**config.mk**
```make
export PLATFORM = sky130hd
export DESIGN_NAME = vector_distance_unit
export DESIGN_NICKNAME = d
export VERILOG_FILES = /design/src/rtl/vdu_pkg.sv /design/src/rtl/vector_distance_unit.sv /design/src/rtl/vdu_front.sv /design/src/rtl/vdu_queue.sv /design/src/rtl/vdu_isqrt.sv /design/src/rtl/vdu_back.sv
export SDC_FILE = /design/constraint.sdc
export NUM_CORES = 1
export LEC_CHECK = 0
export ABC_AREA = 1
export ABC_CLOCK_PERIOD_IN_PS = 9700
export BUFFER_PORTS_ARGS = -buffer_cell sky130_fd_sc_hd__buf_2
export CAP_MARGIN = 20
export CORE_UTILIZATION = 55
export DETAILED_ROUTE_END_ITERATION = 8
export PLACE_DENSITY_LB_ADDON = 0.25
export REMOVE_ABC_BUFFERS = 1
export SLEW_MARGIN = 30
export SYNTH_ARGS = -nofsm -noshare
export SYNTH_HDL_FRONTEND = slang
export SYNTH_HIERARCHICAL = 1
export SYNTH_SLANG_ARGS = --single-unit
```
**constraint.sdc**
```tcl
create_clock -name clk_i -period 9.7 [get_ports clk_i]
set_clock_uncertainty 0.05 [all_clocks]
set_input_delay 0.97 -clock clk_i [delete_from_list [all_inputs] [get_ports clk_i]]
set_output_delay 0.97 -clock clk_i [all_outputs]
set_load 0.01 [all_outputs]
```
**src/rtl/vdu_pkg.sv**
```systemverilog
// Shared types and constants of the vector distance unit.
package vdu_pkg;

  localparam int unsigned MAX_DIM_DEF    = 1024;
  localparam int unsigned ELEM_WIDTH_DEF = 16;
  localparam int unsigned QUEUE_DEPTH    = 4;

  localparam int unsigned DIST_W     = 42;
  localparam int unsigned DIST_BYTES = (DIST_W + 7) / 8;
  localparam int unsigned OUT_TDATA_W = DIST_BYTES * 8;
  localparam logic [DIST_W-1:0] DIST_MAX = {DIST_W{1'b1}};

  typedef enum logic [1:0] {
    METRIC_SQ_EUCLID  = 2'd0,
    METRIC_EUCLID     = 2'd1,
    METRIC_MANHATTAN  = 2'd2,
    METRIC_CHEBYSHEV  = 2'd3
  } metric_e;

endpackage

```
**src/rtl/vector_distance_unit.sv**
```systemverilog
// Top level of the vector distance unit: configuration register, front end, queue and back end.
// Takes one element pair per cycle while the result register is free and no square root runs.
// The final pair passes the queue and then the result register; in Euclidean mode the
// bit-serial square root runs in between and holds the back end meanwhile.
// Reset clears accumulator, element count, clip flag, queue, result valid; metric goes to 0.
module vector_distance_unit #(
  parameter int unsigned MAX_DIM    = vdu_pkg::MAX_DIM_DEF,
  parameter int unsigned ELEM_WIDTH = vdu_pkg::ELEM_WIDTH_DEF
) (
  input  logic                              clk_i,
  input  logic                              rst_ni,
  input  logic                              cfg_we_i,
  input  logic [1:0]                        cfg_wdata_i,
  input  logic                              s_axis_tvalid,
  output logic                              s_axis_tready,
  // x_elem, y_elem
  input  logic [((2*ELEM_WIDTH+7)/8)*8-1:0] s_axis_tdata,
  input  logic                              s_axis_tlast,
  output logic                              m_axis_tvalid,
  input  logic                              m_axis_tready,
  // distance
  output logic [vdu_pkg::OUT_TDATA_W-1:0]   m_axis_tdata,
  // saturated
  output logic                              m_axis_tuser
);

  localparam int unsigned AD_W    = ELEM_WIDTH + 1;
  localparam int unsigned SQ_FULL = 2 * AD_W;
  localparam int unsigned TERM_W  = (SQ_FULL > 64) ? 64 : SQ_FULL;
  localparam int unsigned ENTRY_W = TERM_W + 3;

  vdu_pkg::metric_e    metric_q;
  logic                q_push, q_pop, q_full, q_empty;
  logic [ENTRY_W-1:0]  q_wdata, q_rdata;
  logic [vdu_pkg::DIST_W-1:0] result_dist;

  always_ff @(posedge clk_i or negedge rst_ni) begin
    if (!rst_ni) begin
      metric_q <= vdu_pkg::METRIC_SQ_EUCLID;
    end else if (cfg_we_i) begin
      metric_q <= vdu_pkg::metric_e'(cfg_wdata_i);
    end
  end

  vdu_front #(
    .ELEM_WIDTH (ELEM_WIDTH),
    .TERM_W     (TERM_W)
  ) u_front (
    .valid_i  (s_axis_tvalid),
    .ready_o  (s_axis_tready),
    .x_i      (s_axis_tdata[ELEM_WIDTH-1:0]),
    .y_i      (s_axis_tdata[2*ELEM_WIDTH-1:ELEM_WIDTH]),
    .last_i   (s_axis_tlast),
    .metric_i (metric_q),
    .full_i   (q_full),
    .push_o   (q_push),
    .entry_o  (q_wdata)
  );

  vdu_queue #(
    .DATA_W (ENTRY_W),
    .DEPTH  (vdu_pkg::QUEUE_DEPTH)
  ) u_queue (
    .clk_i   (clk_i),
    .rst_ni  (rst_ni),
    .push_i  (q_push),
    .wdata_i (q_wdata),
    .pop_i   (q_pop),
    .rdata_o (q_rdata),
    .full_o  (q_full),
    .empty_o (q_empty)
  );

  vdu_back #(
    .MAX_DIM (MAX_DIM),
    .TERM_W  (TERM_W)
  ) u_back (
    .clk_i   (clk_i),
    .rst_ni  (rst_ni),
    .empty_i (q_empty),
    .entry_i (q_rdata),
    .pop_o   (q_pop),
    .valid_o (m_axis_tvalid),
    .ready_i (m_axis_tready),
    .dist_o  (result_dist),
    .sat_o   (m_axis_tuser)
  );

  assign m_axis_tdata = vdu_pkg::OUT_TDATA_W'(result_dist);

endmodule

```
**src/rtl/vdu_front.sv**
```systemverilog
// Front end: accepts element pairs, forms the per-element term and tags it with the metric.
module vdu_front #(
  parameter int unsigned ELEM_WIDTH = vdu_pkg::ELEM_WIDTH_DEF,
  parameter int unsigned TERM_W     = 2 * ELEM_WIDTH + 2
) (
  input  logic                         valid_i,
  output logic                         ready_o,
  input  logic signed [ELEM_WIDTH-1:0] x_i,
  input  logic signed [ELEM_WIDTH-1:0] y_i,
  input  logic                         last_i,
  input  vdu_pkg::metric_e             metric_i,
  input  logic                         full_i,
  output logic                         push_o,
  output logic [TERM_W+2:0]            entry_o
);

  localparam int unsigned AD_W = ELEM_WIDTH + 1;

  logic [AD_W-1:0]   diff;
  logic [AD_W-1:0]   abs_diff;
  logic [TERM_W-1:0] square;
  logic [TERM_W-1:0] term;

  assign diff     = {x_i[ELEM_WIDTH-1], x_i} - {y_i[ELEM_WIDTH-1], y_i};
  assign abs_diff = diff[AD_W-1] ? (~diff + AD_W'(1)) : diff;
  assign square   = TERM_W'(abs_diff) * TERM_W'(abs_diff);

  always_comb begin
    case (metric_i)
      vdu_pkg::METRIC_SQ_EUCLID, vdu_pkg::METRIC_EUCLID: term = square;
      default: term = TERM_W'(abs_diff);
    endcase
  end

  assign ready_o = !full_i;
  assign push_o  = valid_i && !full_i;
  assign entry_o = {last_i, metric_i, term};

endmodule

```
**src/rtl/vdu_queue.sv**
```systemverilog
// Short first-in first-out queue between the front and back ends.
module vdu_queue #(
  parameter int unsigned DATA_W = 8,
  parameter int unsigned DEPTH  = vdu_pkg::QUEUE_DEPTH
) (
  input  logic              clk_i,
  input  logic              rst_ni,
  input  logic              push_i,
  input  logic [DATA_W-1:0] wdata_i,
  input  logic              pop_i,
  output logic [DATA_W-1:0] rdata_o,
  output logic              full_o,
  output logic              empty_o
);

  localparam int unsigned PTR_W = (DEPTH > 1) ? $clog2(DEPTH) : 1;
  localparam int unsigned CNT_W = $clog2(DEPTH + 1);

  logic [DATA_W-1:0] mem_q [DEPTH];
  logic [PTR_W-1:0]  wr_ptr_q, wr_ptr_d, rd_ptr_q, rd_ptr_d;
  logic [CNT_W-1:0]  count_q, count_d;
  logic              do_push, do_pop;

  assign full_o  = (count_q == CNT_W'(DEPTH));
  assign empty_o = (count_q == '0);
  assign do_push = push_i && !full_o;
  assign do_pop  = pop_i && !empty_o;
  assign rdata_o = mem_q[rd_ptr_q];

  always_comb begin
    wr_ptr_d = wr_ptr_q;
    rd_ptr_d = rd_ptr_q;
    count_d  = count_q;
    if (do_push) begin
      wr_ptr_d = (wr_ptr_q == PTR_W'(DEPTH - 1)) ? '0 : wr_ptr_q + PTR_W'(1);
    end
    if (do_pop) begin
      rd_ptr_d = (rd_ptr_q == PTR_W'(DEPTH - 1)) ? '0 : rd_ptr_q + PTR_W'(1);
    end
    if (do_push && !do_pop) begin
      count_d = count_q + CNT_W'(1);
    end else if (do_pop && !do_push) begin
      count_d = count_q - CNT_W'(1);
    end
  end

  always_ff @(posedge clk_i or negedge rst_ni) begin
    if (!rst_ni) begin
      wr_ptr_q <= '0;
      rd_ptr_q <= '0;
      count_q  <= '0;
    end else begin
      wr_ptr_q <= wr_ptr_d;
      rd_ptr_q <= rd_ptr_d;
      count_q  <= count_d;
    end
  end

  always_ff @(posedge clk_i) begin
    if (do_push) begin
      mem_q[wr_ptr_q] <= wdata_i;
    end
  end

endmodule

```
**src/rtl/vdu_isqrt.sv**
```systemverilog
// Bit-serial integer square root, rounded down, two radicand bits per cycle.
module vdu_isqrt (
  input  logic                         clk_i,
  input  logic                         rst_ni,
  input  logic                         start_i,
  input  logic [vdu_pkg::DIST_W-1:0]   radicand_i,
  output logic                         busy_o,
  output logic [vdu_pkg::DIST_W/2-1:0] root_o
);

  localparam int unsigned RAD_W  = vdu_pkg::DIST_W;
  localparam int unsigned ROOT_W = RAD_W / 2;
  localparam int unsigned STEP_W = $clog2(ROOT_W);

  logic [RAD_W-1:0]  rad_q;
  logic [ROOT_W:0]   rem_q;
  logic [ROOT_W-1:0] root_q;
  logic [STEP_W-1:0] step_q;
  logic              busy_q;
  logic [ROOT_W+2:0] rem_shift;
  logic [ROOT_W+2:0] trial;
  logic              fits;

  assign rem_shift = {rem_q, rad_q[RAD_W-1 -: 2]};
  assign trial     = {1'b0, root_q, 2'b01};
  assign fits      = (rem_shift >= trial);

  always_ff @(posedge clk_i or negedge rst_ni) begin
    if (!rst_ni) begin
      busy_q <= 1'b0;
      step_q <= '0;
    end else if (start_i) begin
      busy_q <= 1'b1;
      step_q <= STEP_W'(ROOT_W - 1);
    end else if (busy_q) begin
      if (step_q == '0) begin
        busy_q <= 1'b0;
      end
      step_q <= step_q - STEP_W'(1);
    end
  end

  always_ff @(posedge clk_i) begin
    if (start_i) begin
      rad_q  <= radicand_i;
      rem_q  <= '0;
      root_q <= '0;
    end else if (busy_q) begin
      rad_q  <= {rad_q[RAD_W-3:0], 2'b00};
      rem_q  <= fits ? (ROOT_W+1)'(rem_shift - trial) : (ROOT_W+1)'(rem_shift);
      root_q <= {root_q[ROOT_W-2:0], fits};
    end
  end

  assign busy_o = busy_q;
  assign root_o = root_q;

endmodule

```
**src/rtl/vdu_back.sv**
```systemverilog
// Back end: accumulates terms, applies the metric at the end of a vector and holds the result.
module vdu_back #(
  parameter int unsigned MAX_DIM = vdu_pkg::MAX_DIM_DEF,
  parameter int unsigned TERM_W  = 34
) (
  input  logic                       clk_i,
  input  logic                       rst_ni,
  input  logic                       empty_i,
  input  logic [TERM_W+2:0]          entry_i,
  output logic                       pop_o,
  output logic                       valid_o,
  input  logic                       ready_i,
  output logic [vdu_pkg::DIST_W-1:0] dist_o,
  output logic                       sat_o
);

  localparam int unsigned DIST_W = vdu_pkg::DIST_W;
  localparam int unsigned SUM_W  = ((TERM_W > DIST_W) ? TERM_W : DIST_W) + 1;
  localparam int unsigned CNT_W  = $clog2(MAX_DIM + 1);
  localparam logic        ST_RUN  = 1'b0;
  localparam logic        ST_SQRT = 1'b1;

  logic [TERM_W-1:0]      term;
  vdu_pkg::metric_e       metric;
  logic                   last;
  logic                   st_q, st_d;
  logic [DIST_W-1:0]      acc_q, acc_d, acc_next;
  logic [CNT_W-1:0]       cnt_q, cnt_d;
  logic                   clip_q, clip_d, clip_next;
  logic                   pend_sat_q, pend_sat_d;
  logic                   out_valid_q, out_valid_d;
  logic [DIST_W-1:0]      out_dist_q, out_dist_d;
  logic                   out_sat_q, out_sat_d;
  logic                   out_free, at_limit;
  logic [SUM_W-1:0]       cand;
  logic                   sqrt_start, sqrt_busy;
  logic [DIST_W/2-1:0]    sqrt_root;

  assign term   = entry_i[TERM_W-1:0];
  assign metric = vdu_pkg::metric_e'(entry_i[TERM_W+1:TERM_W]);
  assign last   = entry_i[TERM_W+2];

  assign out_free = !out_valid_q || ready_i;
  assign at_limit = (cnt_q == CNT_W'(MAX_DIM));
  assign pop_o    = !empty_i && (st_q == ST_RUN) && (!last || out_free);

  always_comb begin
    case (metric)
      vdu_pkg::METRIC_CHEBYSHEV: begin
        cand = (SUM_W'(term) > SUM_W'(acc_q)) ? SUM_W'(term) : SUM_W'(acc_q);
      end
      default: cand = SUM_W'(acc_q) + SUM_W'(term);
    endcase
    acc_next  = acc_q;
    clip_next = clip_q;
    if (at_limit) begin
      clip_next = 1'b1;
    end else if (cand > SUM_W'(vdu_pkg::DIST_MAX)) begin
      acc_next  = vdu_pkg::DIST_MAX;
      clip_next = 1'b1;
    end else begin
      acc_next = DIST_W'(cand);
    end
  end

  always_comb begin
    st_d        = st_q;
    acc_d       = acc_q;
    cnt_d       = cnt_q;
    clip_d      = clip_q;
    pend_sat_d  = pend_sat_q;
    out_valid_d = out_valid_q && !ready_i;
    out_dist_d  = out_dist_q;
    out_sat_d   = out_sat_q;
    sqrt_start  = 1'b0;
    if (pop_o) begin
      if (last) begin
        acc_d  = '0;
        cnt_d  = '0;
        clip_d = 1'b0;
        if (metric == vdu_pkg::METRIC_EUCLID) begin
          sqrt_start = 1'b1;
          pend_sat_d = clip_next;
          st_d       = ST_SQRT;
        end else begin
          out_valid_d = 1'b1;
          out_dist_d  = acc_next;
          out_sat_d   = clip_next;
        end
      end else begin
        acc_d  = acc_next;
        clip_d = clip_next;
        if (!at_limit) begin
          cnt_d = cnt_q + CNT_W'(1);
        end
      end
    end
    if ((st_q == ST_SQRT) && !sqrt_busy && out_free) begin
      out_valid_d = 1'b1;
      out_dist_d  = DIST_W'(sqrt_root);
      out_sat_d   = pend_sat_q;
      st_d        = ST_RUN;
    end
  end

  always_ff @(posedge clk_i or negedge rst_ni) begin
    if (!rst_ni) begin
      st_q        <= ST_RUN;
      acc_q       <= '0;
      cnt_q       <= '0;
      clip_q      <= 1'b0;
      out_valid_q <= 1'b0;
    end else begin
      st_q        <= st_d;
      acc_q       <= acc_d;
      cnt_q       <= cnt_d;
      clip_q      <= clip_d;
      out_valid_q <= out_valid_d;
    end
  end

  always_ff @(posedge clk_i) begin
    pend_sat_q <= pend_sat_d;
    out_dist_q <= out_dist_d;
    out_sat_q  <= out_sat_d;
  end

  vdu_isqrt u_isqrt (
    .clk_i      (clk_i),
    .rst_ni     (rst_ni),
    .start_i    (sqrt_start),
    .radicand_i (acc_next),
    .busy_o     (sqrt_busy),
    .root_o     (sqrt_root)
  );

  assign valid_o = out_valid_q;
  assign dist_o  = out_dist_q;
  assign sat_o   = out_sat_q;

`ifndef ASSERT_OFF
  a_cnt_bound: assert property (@(posedge clk_i) disable iff (!rst_ni)
    cnt_q <= CNT_W'(MAX_DIM))
    else $error("element count beyond the maximum dimension");
  a_no_pop_in_sqrt: assert property (@(posedge clk_i) disable iff (!rst_ni)
    (st_q == ST_SQRT) |-> !pop_o)
    else $error("queue popped while the square root is pending");
  a_last_clears: assert property (@(posedge clk_i) disable iff (!rst_ni)
    (pop_o && last) |=> (cnt_q == '0 && acc_q == '0 && !clip_q))
    else $error("accumulator not cleared after the final pair");
  a_sqrt_idle_start: assert property (@(posedge clk_i) disable iff (!rst_ni)
    sqrt_start |-> !sqrt_busy)
    else $error("square root started while busy");
`endif

endmodule

```
==> reports/qor.txt <==
RUN STATUS
--------------------------------------------------------------------------------------
Status                                                                    finished, final reports clean

GRT
--------------------------------------------------------------------------------------
Initial antenna violation count                                                      0
Remaining global-route overflow                                                      0
Maximum number of pins on one net before global-route repair                        81
Global-route wire length before repair                                       136000 µm
Vias in the first global route                                                   25800
Total routing resource utilization after global routing                          29.1%

CLOCK NETWORK
--------------------------------------------------------------------------------------
CTS H-tree lvls                                                                      2
Resized Gates After CTS                                                              0
Clock Tree Buf Depth                                                                 3
Clock latency at the later pin of the worst-skew pair                          0.57 ns
Hold buffer count at cts                                                             0
Cell at the root of the clock tree                                           clkbuf_16
Clock tree from TritonCTS                                                          yes
Number of clock sinks                                                              348
Clk slew on worst S/H paths                                                    0.06 ns
Setup repair bufs after CTS                                                          0
CTS Buf Count                                                                       37

STA
--------------------------------------------------------------------------------------
Final period utilization                                                         88.3%
Setup-failing EPs final                                                              0
Total negative setup slack                                                        0 ns
Setup repair after global routing missed its margin                                 no
Tmin final                                                                     8.57 ns
Fmax                                                                           117 MHz
Slew at the pin closest to its max-slew limit                                 0.935 ns
Worst max-slew margin expressed relative to the limit                            37.6%
Final Hold Viols                                                                     0
Final number of max-transition violations                                            0

SYNTH
--------------------------------------------------------------------------------------
Top cell type's share of synthesized area                                        20.3%
Gate count of the mapped netlist                                                  4246
Leading area contributor after synthesis                                      edfxtp_1
Most instantiated flip-flop cell in the synthesis netlist                     edfxtp_1
Portion of the post-synthesis area used by sequential elements                   29.9%
Number of unique standard cell types used by synthesis                              62
Area of the mapped netlist                                                   31600 µm²
Largest cells by area after synthesis                                     edfxtp_1 (20%), nand2_1 (15%), fa_1 (12%)
Avg Inst Size Synth                                                           7.44 µm²
Most frequent cells after synthesis                                       nand2_1 (1299), inv_1 (800), nand3_1 (317), nor2_1 (280), ha_1 (222)
EDFF count, synth                                                                  213
Flops & latches, synth                                                             348
Most frequent cell after synthesis                                             nand2_1
Share of flip-flops with an asynchronous set or reset                            20.4%
Number of warnings issued by yosys                                                   6

WORST SETUP PATH
--------------------------------------------------------------------------------------
Setup slack on the worst flop-to-flop path                                     3.79 ns
Highest net fanout along the worst path                                             11
Critical Path Source Type                                                 primary input
Endpoint class of the critical path                                           register
Start point of the critical path                                          s_axis_tdata[0]
Crit path largest cell delay                                                   0.54 ns
Type of the setup path with the least slack                               primary input to register
Worst Reg-to-Reg Cells                                                              16
Library cell contributing the largest single delay on the critical path           fa_1
Setup crit end                                                            u_queue/mem_q[2][24]
Source of the worst register-to-register timing path                      u_queue/rd_ptr_q[0]
Crit path top cell by count                                                       fa_1
Worst Path Arrival                                                             8.80 ns
Required @ worst endpoint                                                      9.93 ns
Capturing point of the worst reg2reg path                                 u_back/dist_o[19]

DETAILED ROUTING
--------------------------------------------------------------------------------------
Initial drt markers                                                               1850
Residual antenna-violating net count after detailed routing                          0
Routed WL per cell                                                             16.5 µm
Iteration count of the initial detailed-routing pass                                 6
Via-per-instance ratio                                                            5.28
Detailed Route WL                                                             84000 µm
Vias post-DR                                                                     26800
Remaining DRCs                                                                       0

FINISH
--------------------------------------------------------------------------------------
Number of filler instances in the final layout                                    5289
Layout Nets                                                                       4752
Area added between synthesis and finish                                          6.99%
Antenna diodes                                                                       0
Share of cells above drive strength 1                                            6.80%

FLOORPLANNING
--------------------------------------------------------------------------------------
Area of the core                                                             56600 µm²
Number of top-level design ports                                                    91
Row cnt                                                                             87
Height of the die                                                               242 µm
DIE AREA                                                                     58400 µm²
Die Wd                                                                          242 µm
Starting density of the core                                                     55.8%

PLACED DESIGN
--------------------------------------------------------------------------------------
Port Buffers                                                                        84
Detailed Place HPWL                                                           65600 µm
Final weighted congestion in routability-driven placement                         1.02

HOLD PATH
--------------------------------------------------------------------------------------
HP Class                                                                  primary input to asynchronous set/reset pin

RUN
--------------------------------------------------------------------------------------
Max capacitance violation total                                                      0

cell type report:
| class | count | area (µm²) | share of cell area (%) |
|---|---|---|---|
| clock buffers | 51 | 1030 | 3.04 |
| clock inverters | 15 | 135 | 0.400 |
| inverters | 828 | 3120 | 9.22 |
| multi-input cells | 2961 | 18400 | 54.5 |
| flip-flops and latches | 348 | 9460 | 28.0 |
| well taps | 756 | 946 | 2.80 |
| repair buffers | 119 | 706 | 2.09 |
layer usage:
metal	wire length [µm]	GRT usage, %
met1	36000	37.4
met2	41100	51.1
met3	4200	3.16
met5	0	0
met4	2660	9.76
cells by family (layout without fill, tap and decap cells):
group           Yosys count  count (layout)  share of synthesized area [%]
simple gates           2083            2083                           27.8
buf+inv                 952            1013                           12.2
flops                   348             348                           29.9
fa+ha+maj               417             417                           21.2
xor+xnor                 36              36                           1.08
other cells               3              18                         0.0357
compound gates          407             407                           7.80
how the worst min path moves through the flow:
stage	to	slack, ns	cells after the start
6_report	u_back/acc_q[35]	0.29	1
2_1_floorplan	u_back/u_isqrt/rem_q[20]	0.38	2
5_1_grt	u_back/acc_q[35]	0.31	1
4_1_cts	u_back/u_isqrt/step_q[0]	0.29	1
3_3_place_gp	u_back/dist_o[38]	0.38	2
3_5_place_dp	u_back/dist_o[35]	0.39	2
flip-flops by register name (all words and copies together) (netlist names):
name,cells
u_back/u_isqrt/rad_q,42
u_back/acc_q,42
u_back/valid_o,1
u_back/sat_o,1
u_back/u_isqrt/step_q,5
u_back/clip_q,1
u_back/dist_o,42
u_back/u_isqrt/rem_q,22
u_queue/rd_ptr_q,2
metric_q,2
u_back/cnt_q,11
u_back/u_isqrt/root_o,21
u_back/st_q,1
u_queue/mem_q,148
u_back/pend_sat_q,1
u_queue/count_q,3
u_queue/wr_ptr_q,2
u_back/u_isqrt/busy_o,1
per-stage QoR:
stage	util, %	std cells	hold slack [ns]	setup slack [ns]	cell area [µm²]
after floorplan	-	4137	0.380	0.614	30900
after global placement	57.6	5011	0.384	0.648	32600
after detailed placement	57.6	5012	0.389	0.586	32600
after CTS	59.7	5078	0.290	1.15	33800
after global routing	59.7	5078	0.312	0.326	33800
final	59.7	5078	0.287	1.13	33800
critical path, delay by kind of cell:
family,cells,cell delay [ns]
AO/OA/AOI/OAI,6,1.44
AND/OR/NAND/NOR,10,1.60
buffers and inverters,8,0.66
adder cells (fa/ha/maj),9,4.11
cells in the final DEF (no fill, tap or decap), types with 22 or more instances in the layout:
master and instances:
a21oi_1 139, buf_2 83, buf_4 35, clkbuf_16 37
dfrtp_1 70, dfxtp_1 64, edfxtp_1 213, fa_1 195
ha_1 222, inv_1 799, inv_2 24, nand2_1 1299
nand3_1 317, nand3b_1 27, nand4_1 44, nor2_1 275
nor3_1 25, o211ai_1 68, o21ai_0 100, o22ai_1 22
xor2_1 23
Power is left out: the tool's default activity adds up to more than one toggle a clock period on the data nets, which glitch-free logic cannot reach.
